`src/rtl/sml_pkg.sv`:
```
// Shared constants, register indexes and control/status types for the sticky key latch.
package sml_pkg;

  localparam int CODE_W      = 8;
  localparam int MOD_COUNT   = 5;
  localparam int FN_COUNT_DEF = 20;

  // configuration port
  localparam int CFG_INDEX_W = 3;
  localparam int CFG_DATA_W  = 8;

  localparam logic [CFG_INDEX_W-1:0] REG_ENABLE          = 3'd0;
  localparam logic [CFG_INDEX_W-1:0] REG_CODE_LEFT_CTRL  = 3'd1;
  localparam logic [CFG_INDEX_W-1:0] REG_CODE_LEFT_SHIFT = 3'd2;
  localparam logic [CFG_INDEX_W-1:0] REG_CODE_LEFT_ALT   = 3'd3;
  localparam logic [CFG_INDEX_W-1:0] REG_CODE_RIGHT_ALT  = 3'd4;
  localparam logic [CFG_INDEX_W-1:0] REG_CODE_LEFT_GUI   = 3'd5;

  // reset values of the modifier code registers, ctrl shift alt altgr gui
  localparam logic [CODE_W-1:0] RST_CODE_LEFT_CTRL  = 8'd224;
  localparam logic [CODE_W-1:0] RST_CODE_LEFT_SHIFT = 8'd225;
  localparam logic [CODE_W-1:0] RST_CODE_LEFT_ALT   = 8'd226;
  localparam logic [CODE_W-1:0] RST_CODE_RIGHT_ALT  = 8'd230;
  localparam logic [CODE_W-1:0] RST_CODE_LEFT_GUI   = 8'd227;

  // event fields
  localparam logic        CMD_PRESS     = 1'b0;
  localparam logic        CMD_RELEASE   = 1'b1;
  localparam logic [7:0]  STICKY_TYPE   = 8'd30;
  localparam logic [7:0]  ORDINARY_TYPE = 8'd0;

  // result fields
  localparam logic ACT_PRESS    = 1'b0;
  localparam logic ACT_RELEASE  = 1'b1;
  localparam logic OUT_ORDINARY = 1'b0;
  localparam logic OUT_FUNCTION = 1'b1;

  // controller -> datapath
  typedef struct packed {
    logic toggle;      // apply a sticky press to its latch, emit one beat
    logic scan_start;  // clear the scan position
    logic scan_step;   // examine one latch position, emit if set
  } cmd_t;

  // datapath -> controller
  typedef struct packed {
    logic evt_toggle;      // input beat is a sticky press in range, block enabled
    logic evt_release_all; // input beat releases every latch, block enabled
    logic out_free;        // output register can take a beat this cycle
    logic scan_end;        // scan position is on the last latch
  } status_t;

endpackage

```
`src/rtl/sml_ctrl.sv`:
```
// Controller: accepts events and sequences the release-all scan.
module sml_ctrl (
  input  logic             clk,
  input  logic             rst,
  input  logic             in_valid,
  output logic             in_stall,
  input  sml_pkg::status_t status,
  output sml_pkg::cmd_t    cmd
);

  localparam logic ST_IDLE = 1'b0;
  localparam logic ST_SCAN = 1'b1;

  logic state;
  logic state_next;
  logic accept;

  always_comb begin
    cmd        = '0;
    state_next = state;
    in_stall   = 1'b1;
    accept     = 1'b0;
    case (state)
      ST_IDLE: begin
        in_stall = !status.out_free;
        accept   = in_valid && status.out_free;
        if (accept && status.evt_toggle) begin
          cmd.toggle = 1'b1;
        end
        if (accept && status.evt_release_all) begin
          cmd.scan_start = 1'b1;
          state_next     = ST_SCAN;
        end
      end
      ST_SCAN: begin
        if (status.out_free) begin
          cmd.scan_step = 1'b1;
          if (status.scan_end) begin
            state_next = ST_IDLE;
          end
        end
      end
      default: begin
        state_next = ST_IDLE;
      end
    endcase
  end

  always_ff @(posedge clk) begin
    if (rst) begin
      state <= ST_IDLE;
    end else begin
      state <= state_next;
    end
  end

`ifndef SYNTHESIS
  a_cmd_exclusive: assert property (@(posedge clk) disable iff (rst)
    !(cmd.toggle && (cmd.scan_start || cmd.scan_step)))
    else $error("toggle issued together with scan command");

  a_scan_enters: assert property (@(posedge clk) disable iff (rst)
    cmd.scan_start |=> state == ST_SCAN && in_stall)
    else $error("release-all did not enter scan");
`endif

endmodule

```
`src/rtl/sml_dp.sv`:
```
// Datapath: config registers, latches, scan counter and output register.
module sml_dp #(
  parameter int FN_COUNT = sml_pkg::FN_COUNT_DEF
) (
  input  logic                                 clk,
  input  logic                                 rst,
  input  logic                                 wr_en,
  input  logic [sml_pkg::CFG_INDEX_W-1:0]      wr_index,
  input  logic [sml_pkg::CFG_DATA_W-1:0]       wr_data,
  input  logic                                 command,
  input  logic [7:0]                           key_code,
  input  logic [7:0]                           key_type,
  input  sml_pkg::cmd_t                        cmd,
  output sml_pkg::status_t                     status,
  output logic                                 out_valid,
  input  logic                                 out_stall,
  output logic                                 action,
  output logic [sml_pkg::CODE_W-1:0]           out_code,
  output logic                                 out_type,
  output logic                                 last
);

  localparam int N  = sml_pkg::MOD_COUNT + FN_COUNT;
  localparam int PW = $clog2(N);

  logic                          enable;
  logic [sml_pkg::CODE_W-1:0]    mod_codes [sml_pkg::MOD_COUNT];
  logic [N-1:0]                  lat;        // [4:0] modifiers, above that function keys
  logic [N-1:0]                  lat_next;
  logic [PW-1:0]                 pos;

  logic [PW-1:0]                 idx;
  logic [N-1:0]                  onehot;
  logic                          hit;
  logic                          is_mod_idx;
  logic [sml_pkg::CODE_W-1:0]    emit_code;
  logic                          rest_zero;
  logic                          load;
  logic                          mod_match;

  // one latch position is looked at per cycle: the scan position or the pressed code
  always_comb begin
    idx        = cmd.scan_step ? pos : key_code[PW-1:0];
    onehot     = N'(1) << idx;
    hit        = lat[idx];
    is_mod_idx = idx < PW'(sml_pkg::MOD_COUNT);
    emit_code  = is_mod_idx ? mod_codes[idx[2:0]]
                            : sml_pkg::CODE_W'(idx) - sml_pkg::CODE_W'(sml_pkg::MOD_COUNT);
    rest_zero  = (lat & ~onehot) == '0;
    load       = cmd.toggle || (cmd.scan_step && hit);
  end

  // a release of an ordinary key carrying a modifier code is not a release-all
  always_comb begin
    mod_match = 1'b0;
    for (int i = 0; i < sml_pkg::MOD_COUNT; i++) begin
      if (key_code == mod_codes[i]) begin
        mod_match = 1'b1;
      end
    end
    mod_match = mod_match && (key_type == sml_pkg::ORDINARY_TYPE);
  end

  always_comb begin
    status.evt_toggle      = enable && command == sml_pkg::CMD_PRESS &&
                             key_type == sml_pkg::STICKY_TYPE && key_code < 8'(N);
    status.evt_release_all = enable && command == sml_pkg::CMD_RELEASE &&
                             key_type != sml_pkg::STICKY_TYPE && !mod_match;
    status.out_free        = !out_valid || !out_stall;
    status.scan_end        = pos == PW'(N - 1);
  end

  always_comb begin
    lat_next = lat;
    if (cmd.toggle) begin
      lat_next = lat ^ onehot;
    end else if (cmd.scan_step) begin
      lat_next = lat & ~onehot;
    end
  end

  // configuration registers
  always_ff @(posedge clk) begin
    if (rst) begin
      enable       <= 1'b1;
      mod_codes[0] <= sml_pkg::RST_CODE_LEFT_CTRL;
      mod_codes[1] <= sml_pkg::RST_CODE_LEFT_SHIFT;
      mod_codes[2] <= sml_pkg::RST_CODE_LEFT_ALT;
      mod_codes[3] <= sml_pkg::RST_CODE_RIGHT_ALT;
      mod_codes[4] <= sml_pkg::RST_CODE_LEFT_GUI;
    end else if (wr_en) begin
      case (wr_index)
        sml_pkg::REG_ENABLE:          enable       <= wr_data[0];
        sml_pkg::REG_CODE_LEFT_CTRL:  mod_codes[0] <= wr_data;
        sml_pkg::REG_CODE_LEFT_SHIFT: mod_codes[1] <= wr_data;
        sml_pkg::REG_CODE_LEFT_ALT:   mod_codes[2] <= wr_data;
        sml_pkg::REG_CODE_RIGHT_ALT:  mod_codes[3] <= wr_data;
        sml_pkg::REG_CODE_LEFT_GUI:   mod_codes[4] <= wr_data;
        default: begin
        end
      endcase
    end
  end

  // latches, scan counter, output valid
  always_ff @(posedge clk) begin
    if (rst) begin
      lat       <= '0;
      pos       <= '0;
      out_valid <= 1'b0;
    end else begin
      lat <= lat_next;
      if (cmd.scan_start) begin
        pos <= '0;
      end else if (cmd.scan_step) begin
        pos <= pos + PW'(1);
      end
      if (load) begin
        out_valid <= 1'b1;
      end else if (!out_stall) begin
        out_valid <= 1'b0;
      end
    end
  end

  // output payload
  always_ff @(posedge clk) begin
    if (load) begin
      action   <= cmd.toggle ? hit : sml_pkg::ACT_RELEASE;
      out_code <= emit_code;
      out_type <= is_mod_idx ? sml_pkg::OUT_ORDINARY : sml_pkg::OUT_FUNCTION;
      last     <= cmd.toggle ? 1'b1 : rest_zero;
    end
  end

`ifndef SYNTHESIS
  a_scan_clears: assert property (@(posedge clk) disable iff (rst)
    cmd.scan_step && status.scan_end |=> lat == '0)
    else $error("latches not clear after release-all scan");

  a_load_free: assert property (@(posedge clk) disable iff (rst)
    load |-> status.out_free)
    else $error("output register overwritten while stalled");

  a_toggle_last: assert property (@(posedge clk) disable iff (rst)
    cmd.toggle |=> out_valid && last)
    else $error("sticky toggle beat not marked last");
`endif

endmodule

```
`src/rtl/sticky_modifier_latch.sv`:
```
// Top level of the sticky key latch: controller plus datapath.
//
// Sticky key latch. A press event of key type 30 toggles one latch: codes 0-4
// are ctrl, shift, alt, altgr and gui, codes 5 up to 5+FN_COUNT-1 are function
// layer keys; each toggle emits one beat, a press when the latch sets and a
// release when it clears, with last high. A modifier beat carries the code
// from its configuration register, a function beat carries the function index
// with out_type high. A release event whose type is not 30, and that is not an
// ordinary key carrying one of the five modifier codes, releases every latched
// key in the order ctrl, shift, alt, altgr, gui, function 0 upward, last high
// on the final beat; with nothing latched it emits nothing. While enable is
// low events are taken and dropped. Timing: a toggle beat appears in the
// output register the cycle after the event is taken, and the next event can
// be taken in that same cycle when the output is not stalled. A release-all
// runs a scan counter over the 5+FN_COUNT latch positions, one position per
// cycle whenever the output can take a beat, and waits while it is stalled;
// in_stall stays high for the whole scan. The output register takes one beat
// at a time, so an input or scan step waits while a finished beat is held by
// out_stall. Configuration writes (wr_en, wr_index, wr_data) go straight to
// the registers and belong only to times when no event is in flight.
module sticky_modifier_latch #(
  parameter int FN_COUNT = sml_pkg::FN_COUNT_DEF
) (
  input  logic                            clk,
  input  logic                            rst,
  // configuration write port
  input  logic                            wr_en,
  input  logic [sml_pkg::CFG_INDEX_W-1:0] wr_index,
  input  logic [sml_pkg::CFG_DATA_W-1:0]  wr_data,
  // key event channel
  input  logic                            in_valid,
  output logic                            in_stall,
  input  logic                            command,
  input  logic [7:0]                      key_code,
  input  logic [7:0]                      key_type,
  // result channel
  output logic                            out_valid,
  input  logic                            out_stall,
  output logic                            action,
  output logic [sml_pkg::CODE_W-1:0]      out_code,
  output logic                            out_type,
  output logic                            last
);

  sml_pkg::cmd_t    cmd;
  sml_pkg::status_t status;

  // state machine: idle / release-all scan
  sml_ctrl u_ctrl (
    .clk      (clk),
    .rst      (rst),
    .in_valid (in_valid),
    .in_stall (in_stall),
    .status   (status),
    .cmd      (cmd)
  );

  // registers, latches, scan position and output beat register
  sml_dp #(
    .FN_COUNT (FN_COUNT)
  ) u_dp (
    .clk       (clk),
    .rst       (rst),
    .wr_en     (wr_en),
    .wr_index  (wr_index),
    .wr_data   (wr_data),
    .command   (command),
    .key_code  (key_code),
    .key_type  (key_type),
    .cmd       (cmd),
    .status    (status),
    .out_valid (out_valid),
    .out_stall (out_stall),
    .action    (action),
    .out_code  (out_code),
    .out_type  (out_type),
    .last      (last)
  );

endmodule

```
`config.mk`:
```
export PLATFORM = sky130hd
export DESIGN_NAME = sticky_modifier_latch
export DESIGN_NICKNAME = d
export VERILOG_FILES = /design/src/rtl/sml_pkg.sv /design/src/rtl/sml_ctrl.sv /design/src/rtl/sml_dp.sv /design/src/rtl/sticky_modifier_latch.sv
export SDC_FILE = /design/constraint.sdc
export NUM_CORES = 1
export LEC_CHECK = 0
export ABC_CLOCK_PERIOD_IN_PS = 5300
export BUFFER_PORTS_ARGS = -buffer_cell sky130_fd_sc_hd__buf_2
export CORE_MARGIN = 2
export CORE_UTILIZATION = 60
export DETAILED_ROUTE_END_ITERATION = 12
export MAX_ROUTING_LAYER = met4
export PLACE_DENSITY = 0.8
export SETUP_SLACK_MARGIN = 0.05
export SLEW_MARGIN = 30
export SYNTH_ARGS = -nofsm -noshare
export SYNTH_HDL_FRONTEND = slang
export SYNTH_SLANG_ARGS = --single-unit
```
`constraint.sdc`:
```
create_clock -name clk -period 5.3 [get_ports clk]
set_input_delay 0.53 -clock clk [delete_from_list [all_inputs] [get_ports clk]]
set_output_delay 0.53 -clock clk [all_outputs]
set_load 0.01 [all_outputs]
```
* Word-level counts from Yosys, hierarchy flattened
Memory sizes are Yosys's and may differ from the RTL's.
Cells that the tools add are included.
** Storage, ports and cells
- Memories kept :: 1
- Output and inout port bits :: 13
- Word-level logic and storage cells :: 113
- Bits in registers :: 44
- Bits of input ports :: 33
- RAM bits :: 40
** Memory list
- u_dp.mod_codes :: depth 5, width 8, rd ports 6, clocked after memory_dff 0, write ports 5, line sml_dp.sv:27 : logic [sml_pkg::CODE_W-1:0] mod_codes [sml_pkg::MOD_COUNT];
** Cells by class
- $add $sub $neg :: 2
- Shifts and indexed selects :: 1
- Reductions and logical operators :: 23
- Multiplexer cells :: 50
- $lt $le $gt $ge :: 3
- Bitwise gates (word level) :: 10
- Equal/unequal tests :: 14
** Operators with widths (number)
- 2-to-1 mux 25 bit :: 2
- 2-to-1 mux 8 bit :: 6
- equality test 8 bit :: 5
- 2-to-1 mux 1 bit :: 38
- AND 25 bit :: 1
- zero test 25 bit :: 1
- NOT 25 bit :: 1
- left shift 1 x 5 -> 25 bit (first input constant) :: 1
- XOR 25 bit :: 1
- logical AND 1 bit :: 11
- equality test 8 x 5 -> 1 bit (second input constant) :: 1
- zero test 8 bit :: 1
- less-than comparator 8 x 5 -> 1 bit (second input constant) :: 1
- != test 8 x 5 -> 1 bit (second input constant) :: 1
- equality test 3 x 2 -> 1 bit (second input constant) :: 2
- equality test 3 bit (second input constant) :: 2
- less-than comparator 5 x 6 -> 1 bit (second input constant) :: 1
- subtractor 5 x 3 -> 6 bit (second input constant) :: 1
- adder 5 x 1 -> 5 bit (second input constant) :: 1
- binary-select mux 1 bit (select 5 bit) :: 1
- equality test 5 bit (second input constant) :: 1
- less-than comparator 5 x 3 -> 1 bit (second input constant) :: 1
- 2-to-1 mux 5 bit :: 1
- bitwise OR 1 bit :: 5
- other kinds (11) :: 16

* Longest topological paths before layout
- Depth in word-level cells :: 14
- Depth in mapped cells :: 11
- Depth with buffers taken out :: 9

* Modules after synthesis
Synthesis repeated with hierarchy kept, for this count alone.
** Unflattened totals
- Cell total of the unflattened synthesis :: 483
- Area total of the unflattened synthesis :: 5113.7 µm²
** Modules (own cells, without submodules)
- sml_dp :: times used 1, cells an instance 474, area an instance 5039.8 µm², sequential area each 2172.1 µm²
- sml_ctrl :: times used 1, cells an instance 9, area an instance 73.8 µm², sequential area each 20.0 µm²

* Worst setup path after synthesis
No wires, ideal clock.
- Path type :: input to register
- Start point :: input port out_stall
- End point :: register u_dp.last, data pin
- Library setup time :: 0.147 ns
- Buffers on the path :: 2
- Data arrival time :: 2.578 ns
- Setup slack :: 2.575 ns
- Data required time :: 5.153 ns
- Stages on the path :: 11
- Cells stage by stage :: a21boi_4 > mux2i_2 > buf_6 > buf_4 > nand2_1 > nor2_1 > nand2_1 > ha_1 > nor4_1 > nand4_1 > o21bai_1
** On the way
- Word-level cells in the longest chain between the ends :: 9
- Elaborated cells between the ends (all ways) :: 13
- Those cells by class :: 1 x shift; 5 x mux; 2 x bitwise; 5 x reduce/logical
** RTL lines
- start, declared :: line sticky_modifier_latch.sv:38 : input logic out_stall,
- zero test 1 bit * :: line sml_dp.sv:69 : status.out_free = !out_valid || !out_stall;
- logical OR 1 bit * :: line sml_dp.sv:69
- 2-to-1 mux 1 bit :: line sml_ctrl.sv:36 : if (status.out_free) begin
- 2-to-1 mux 1 bit :: line sml_ctrl.sv:23 : case (state)
- 2-to-1 mux 5 bit :: line sml_dp.sv:43 : idx = cmd.scan_step ? pos : key_code[PW-1:0];
- left shift 1 x 5 -> 25 bit :: line sml_dp.sv:44 : onehot = N'(1) << idx;
- NOT 25 bit :: line sml_dp.sv:49 : rest_zero = (lat & ~onehot) == '0;
- AND 25 bit :: line sml_dp.sv:49
- zero test 25 bit :: line sml_dp.sv:49
- end signal, assigned :: line sml_dp.sv:132 : last <= cmd.toggle ? 1'b1 : rest_zero;
- end, declared :: line sml_dp.sv:20 : output logic last
Mark *: on every way between the ends. The rest lies on a longest branch, timed or not.
A chain may end at the register's enable or synchronous reset.

* Final worst setup path
- Start point :: register u_ctrl.state
- End point :: register u_dp.last, data pin
** On the way
- Word-level cells in the longest chain between the ends :: 6
- Elaborated cells between the ends (all ways) :: 7
- Those cells by class :: 1 x shift; 3 x mux; 2 x bitwise; 1 x reduce/logical
** RTL lines
- start, declared :: line sml_ctrl.sv:14 : logic state;
- start signal, assigned :: line sml_ctrl.sv:53 : state <= state_next;
- 2-to-1 mux 1 bit :: line sml_ctrl.sv:23
- 2-to-1 mux 5 bit :: line sml_dp.sv:43
- left shift 1 x 5 -> 25 bit :: line sml_dp.sv:44
- NOT 25 bit :: line sml_dp.sv:49
- AND 25 bit :: line sml_dp.sv:49
- zero test 25 bit :: line sml_dp.sv:49
Several ways; a longest one is shown, not always the timed one.

==> results.toml <==
[cells_and_area]
nets = 571
antennaDiodeCount = 0
postLayoutCoreUtil_pct = 66.74
num-fill-cells = 630
drive_above_1_share_pct = 15.31
syn_to_final_growth_pct = 9.350

[global_routing]
grt_use_total_pct = 28.49
grt_pass1_wl_mm = 18.78
grt_max_degree = 57
antenna_found_initial = 0
gr-total-overflow = 0
grt_pass1_vias = 3755

[critical_path]
cp.arrival_ps = 3820
cp-end-kind = "register"
critPathKind = "reg2reg"
path_cells = "a21boi_4 > buf_4 > mux2i_1 > and2_1 > nand2_1 > ha_1 > nor4_1 > nand4_1 > o21bai_1"
path_buf_inv = 1
crit_family = "simple AND/OR/NAND/NOR gates"
critPathRequiredTime_ps = 5530
cp-start-kind = "register"
slowest_delay_ps = 560
critPathMaxFanout = 56
slowest_stage = "buf_4"

[logic_synthesis]
yosys.area_share.simple_pct = 16.28
netlist_instances = 484
synthFlopType = "edfxtp_1"
synth_edf_count = 51
synthAdderAreaFrac_pct = 6.804
synthArstFlopShare_pct = 0
ys_ff_latch = 84
syn_nets = 544
synthXorXnorAreaFrac_pct = 7.762
syn_area_mm2 = 0.004965
synth_seq_area_share_pct = 44.15
synth_compound_area_share_pct = 16.00
ys_warn_count = 0
syn_area_per_cell_um2 = 10.26
yosys.cell_types.count = 48
synth.area.mux_share_pct = 5.469
synth_top_family_by_area = "simple AND/OR/NAND/NOR gates"

[drt]
wl_per_cell_um = 19.36
via_per_inst = 6.475
drc_errors = 0
first_iter_violations = 367
routed_wl_mm = 12.02
vias = 4021
dr.pass1.iters = 7
postRouteAntennaNets = 0

[pwr]
leakage_nw = 1.971
powerDensity_mw_per_mm2 = 264.1
seq_power_share_pct = 52.3
p_comb_share_pct = 15.3
swShare_pct = 30.73
switchingPower_mw = 0.4406
peakVddDrop_uv = 163.3
clockPowerShare_pct = 32.4
internal_power_mw = 0.9930

[place]
dpl_worst_slack_ps = 1469
globalplace.congestion = 0.9175
portBuffers = 45
hpwl_mm = 8.540

[clock_network]
postCtsSetupBuffers = 0
cts_root_buf = "clkbuf_8"
cts.repair.resized = 0
htreeDepth = 3
hold_buffers = 0
cts_tree = "yes"
cts-buffers-inserted = 9
clk_path_buf_depth = 2
cts_num_sinks = 84
clk_pin_slew_ps = 100
worst_skew_pair.late_latency_ps = 370

[floorplan]
coreArea_mm2 = 0.008134
die_h_um = 94.97
io_pins = 46
rows = 33
die_area_mm2 = 0.009018
start_util_pct = 61.04
die_x_um = 94.97

[sta]
timing.final.ws_setup_ps = 1709
relSlewSlack_pct = 40.63
skew_ps = 6.371
maxSlewViolCount = 0
fmax_mhz = 278.5
rsz0062_at_grt = "no"
fin_crit_sh_pct = 67.76
finalHoldViolations = 0
final.min_clock_period_ps = 3591
tightest_slew_ps = 873.3
fin_setup_tns_ps = 0
setup_viol = 0

[worst_hold_path]
hold_path_class = "in2reg"

[run_status]
outcome = "finished clean"

[job]
cap_violations = 0
==> state kept, by name, indices dropped and copies added, names as in the netlist <==
register	count
u_ctrl.state	1
u_dp.action	1
u_dp.enable	1
u_dp.last	1
u_dp.lat	25
u_dp.mod_codes	40
u_dp.out_code	8
u_dp.out_type	1
u_dp.out_valid	1
u_dp.pos	5
==> stage by stage <==
step / std cells / power [mW] / cell area, µm² / hold slack [ps]
after floorplan: 484 / 0.9108 / 4965 / 442.0
after global placement: 605 / 0.9713 / 5219 / 530.9
after detailed placement: 605 / 0.9788 / 5226 / 545.9
after CTS: 621 / 1.431 / 5429 / 417.5
after global routing: 621 / 1.482 / 5429 / 433.8
final: 621 / 1.434 / 5429 / 427.3
==> logic make-up (layout without fill, tap and decap cells) <==
family | count (synthesis) | count (layout)
AO/OA/AOI/OAI | 110 | 110
XOR/XNOR | 44 | 44
adder cells (fa/ha/maj) | 27 | 27
buffers and inverters | 39 | 71
flip-flops | 84 | 84
multiplexers | 26 | 26
AND/OR/NAND/NOR | 154 | 154
==> layer usage <==
layer / global-route usage, % / part of all wire (%) / up-vias
met2: 43.44 / 46 / 178
met5: - / 0 / -
li1: - / - / 1861
met1: 38.47 / 45 / 1954
met3: 6.145 / 6.8 / 28
met4: 8.333 / 1.8 / 0
==> final timing paths <==
path,start,endpoint,slack (ps),cells after the start
worst min-delay path,wr_data[2],u_dp.mod_codes[3][2]$_SDFFCE_PP1P_,430,2
worst min register to register,u_dp.enable$_SDFFE_PP1P_,u_dp.enable$_SDFFE_PP1P_,570,2
worst max-delay path,u_ctrl.state$_SDFF_PP0_,u_dp.last$_SDFFCE_PN1P_,1710,9
worst max register to register,u_ctrl.state$_SDFF_PP0_,u_dp.last$_SDFFCE_PN1P_,1710,9
==> power by group through the flow <==
stage | sequential, mW | clock (mW) | combinational [mW]
floorplan | 0.756 | 0 | 0.155
global placement | 0.762 | 0 | 0.209
detailed placement | 0.764 | 0 | 0.215
CTS | 0.749 | 0.466 | 0.216
global route | 0.752 | 0.492 | 0.238
finish | 0.750 | 0.464 | 0.220
==> cells in the final DEF, fill, tap and decap left out, types with 5 or more instances in the layout <==
cell,n
ha_1,27
nor2b_1,30
xor2_1,27
nand4_1,8
nand3_1,10
and2_1,10
buf_2,45
edfxtp_1,51
xnor2_1,17
inv_1,5
nand2_1,38
nand2b_1,11
dfxtp_1,33
mux2_2,5
nor4_1,14
a221oi_1,6
clkbuf_8,9
buf_4,5
a211oi_1,53
a21oi_1,11
nor2_1,22
mux2i_1,17
o21ai_0,10
==> Yosys cell counts, types with 3 or more instances <==
| cell | number | area share (%) |
|---|---|---|
| o21ai_0 | 10 | 1.0 |
| nand2b_1 | 11 | 1.4 |
| nor3_1 | 4 | 0.40 |
| mux2i_1 | 19 | 3.8 |
| a21oi_1 | 11 | 1.1 |
| ha_1 | 27 | 6.8 |
| o21ai_1 | 4 | 0.40 |
| dfxtp_1 | 33 | 13 |
| o211ai_1 | 4 | 0.60 |
| a31o_2 | 3 | 0.53 |
| and2_1 | 10 | 1.3 |
| buf_2 | 8 | 0.81 |
| nand3b_1 | 3 | 0.45 |
| mux2_2 | 5 | 1.1 |
| a211oi_1 | 53 | 8.0 |
| xnor2_1 | 17 | 3.0 |
| a22oi_1 | 3 | 0.45 |
| nand3_1 | 10 | 1.0 |
| xor2_1 | 27 | 4.8 |
| a21o_1 | 3 | 0.45 |
| nor2b_1 | 30 | 3.8 |
| nand2_1 | 38 | 2.9 |
| buf_1 | 3 | 0.23 |
| edfxtp_1 | 51 | 31 |
| clkbuf_1 | 20 | 1.5 |
| nor4_1 | 14 | 1.8 |
| a221oi_1 | 6 | 1.1 |
| inv_1 | 5 | 0.38 |
| nand4_1 | 8 | 1.0 |
| nor2_1 | 22 | 1.7 |
==> cell type report <==
type | count | area (µm²) | share of cell area (%)
clock buffer | 9 | 123.9 | 2.282
clock inverter | 7 | 78.83 | 1.452
inverter | 5 | 18.77 | 0.3457
multi-input combinational | 361 | 2621 | 48.28
sequential | 84 | 2192 | 40.38
tap | 105 | 131.4 | 2.420
timing repair buffer | 50 | 262.8 | 4.840
(Power assumes the default switching activity.)
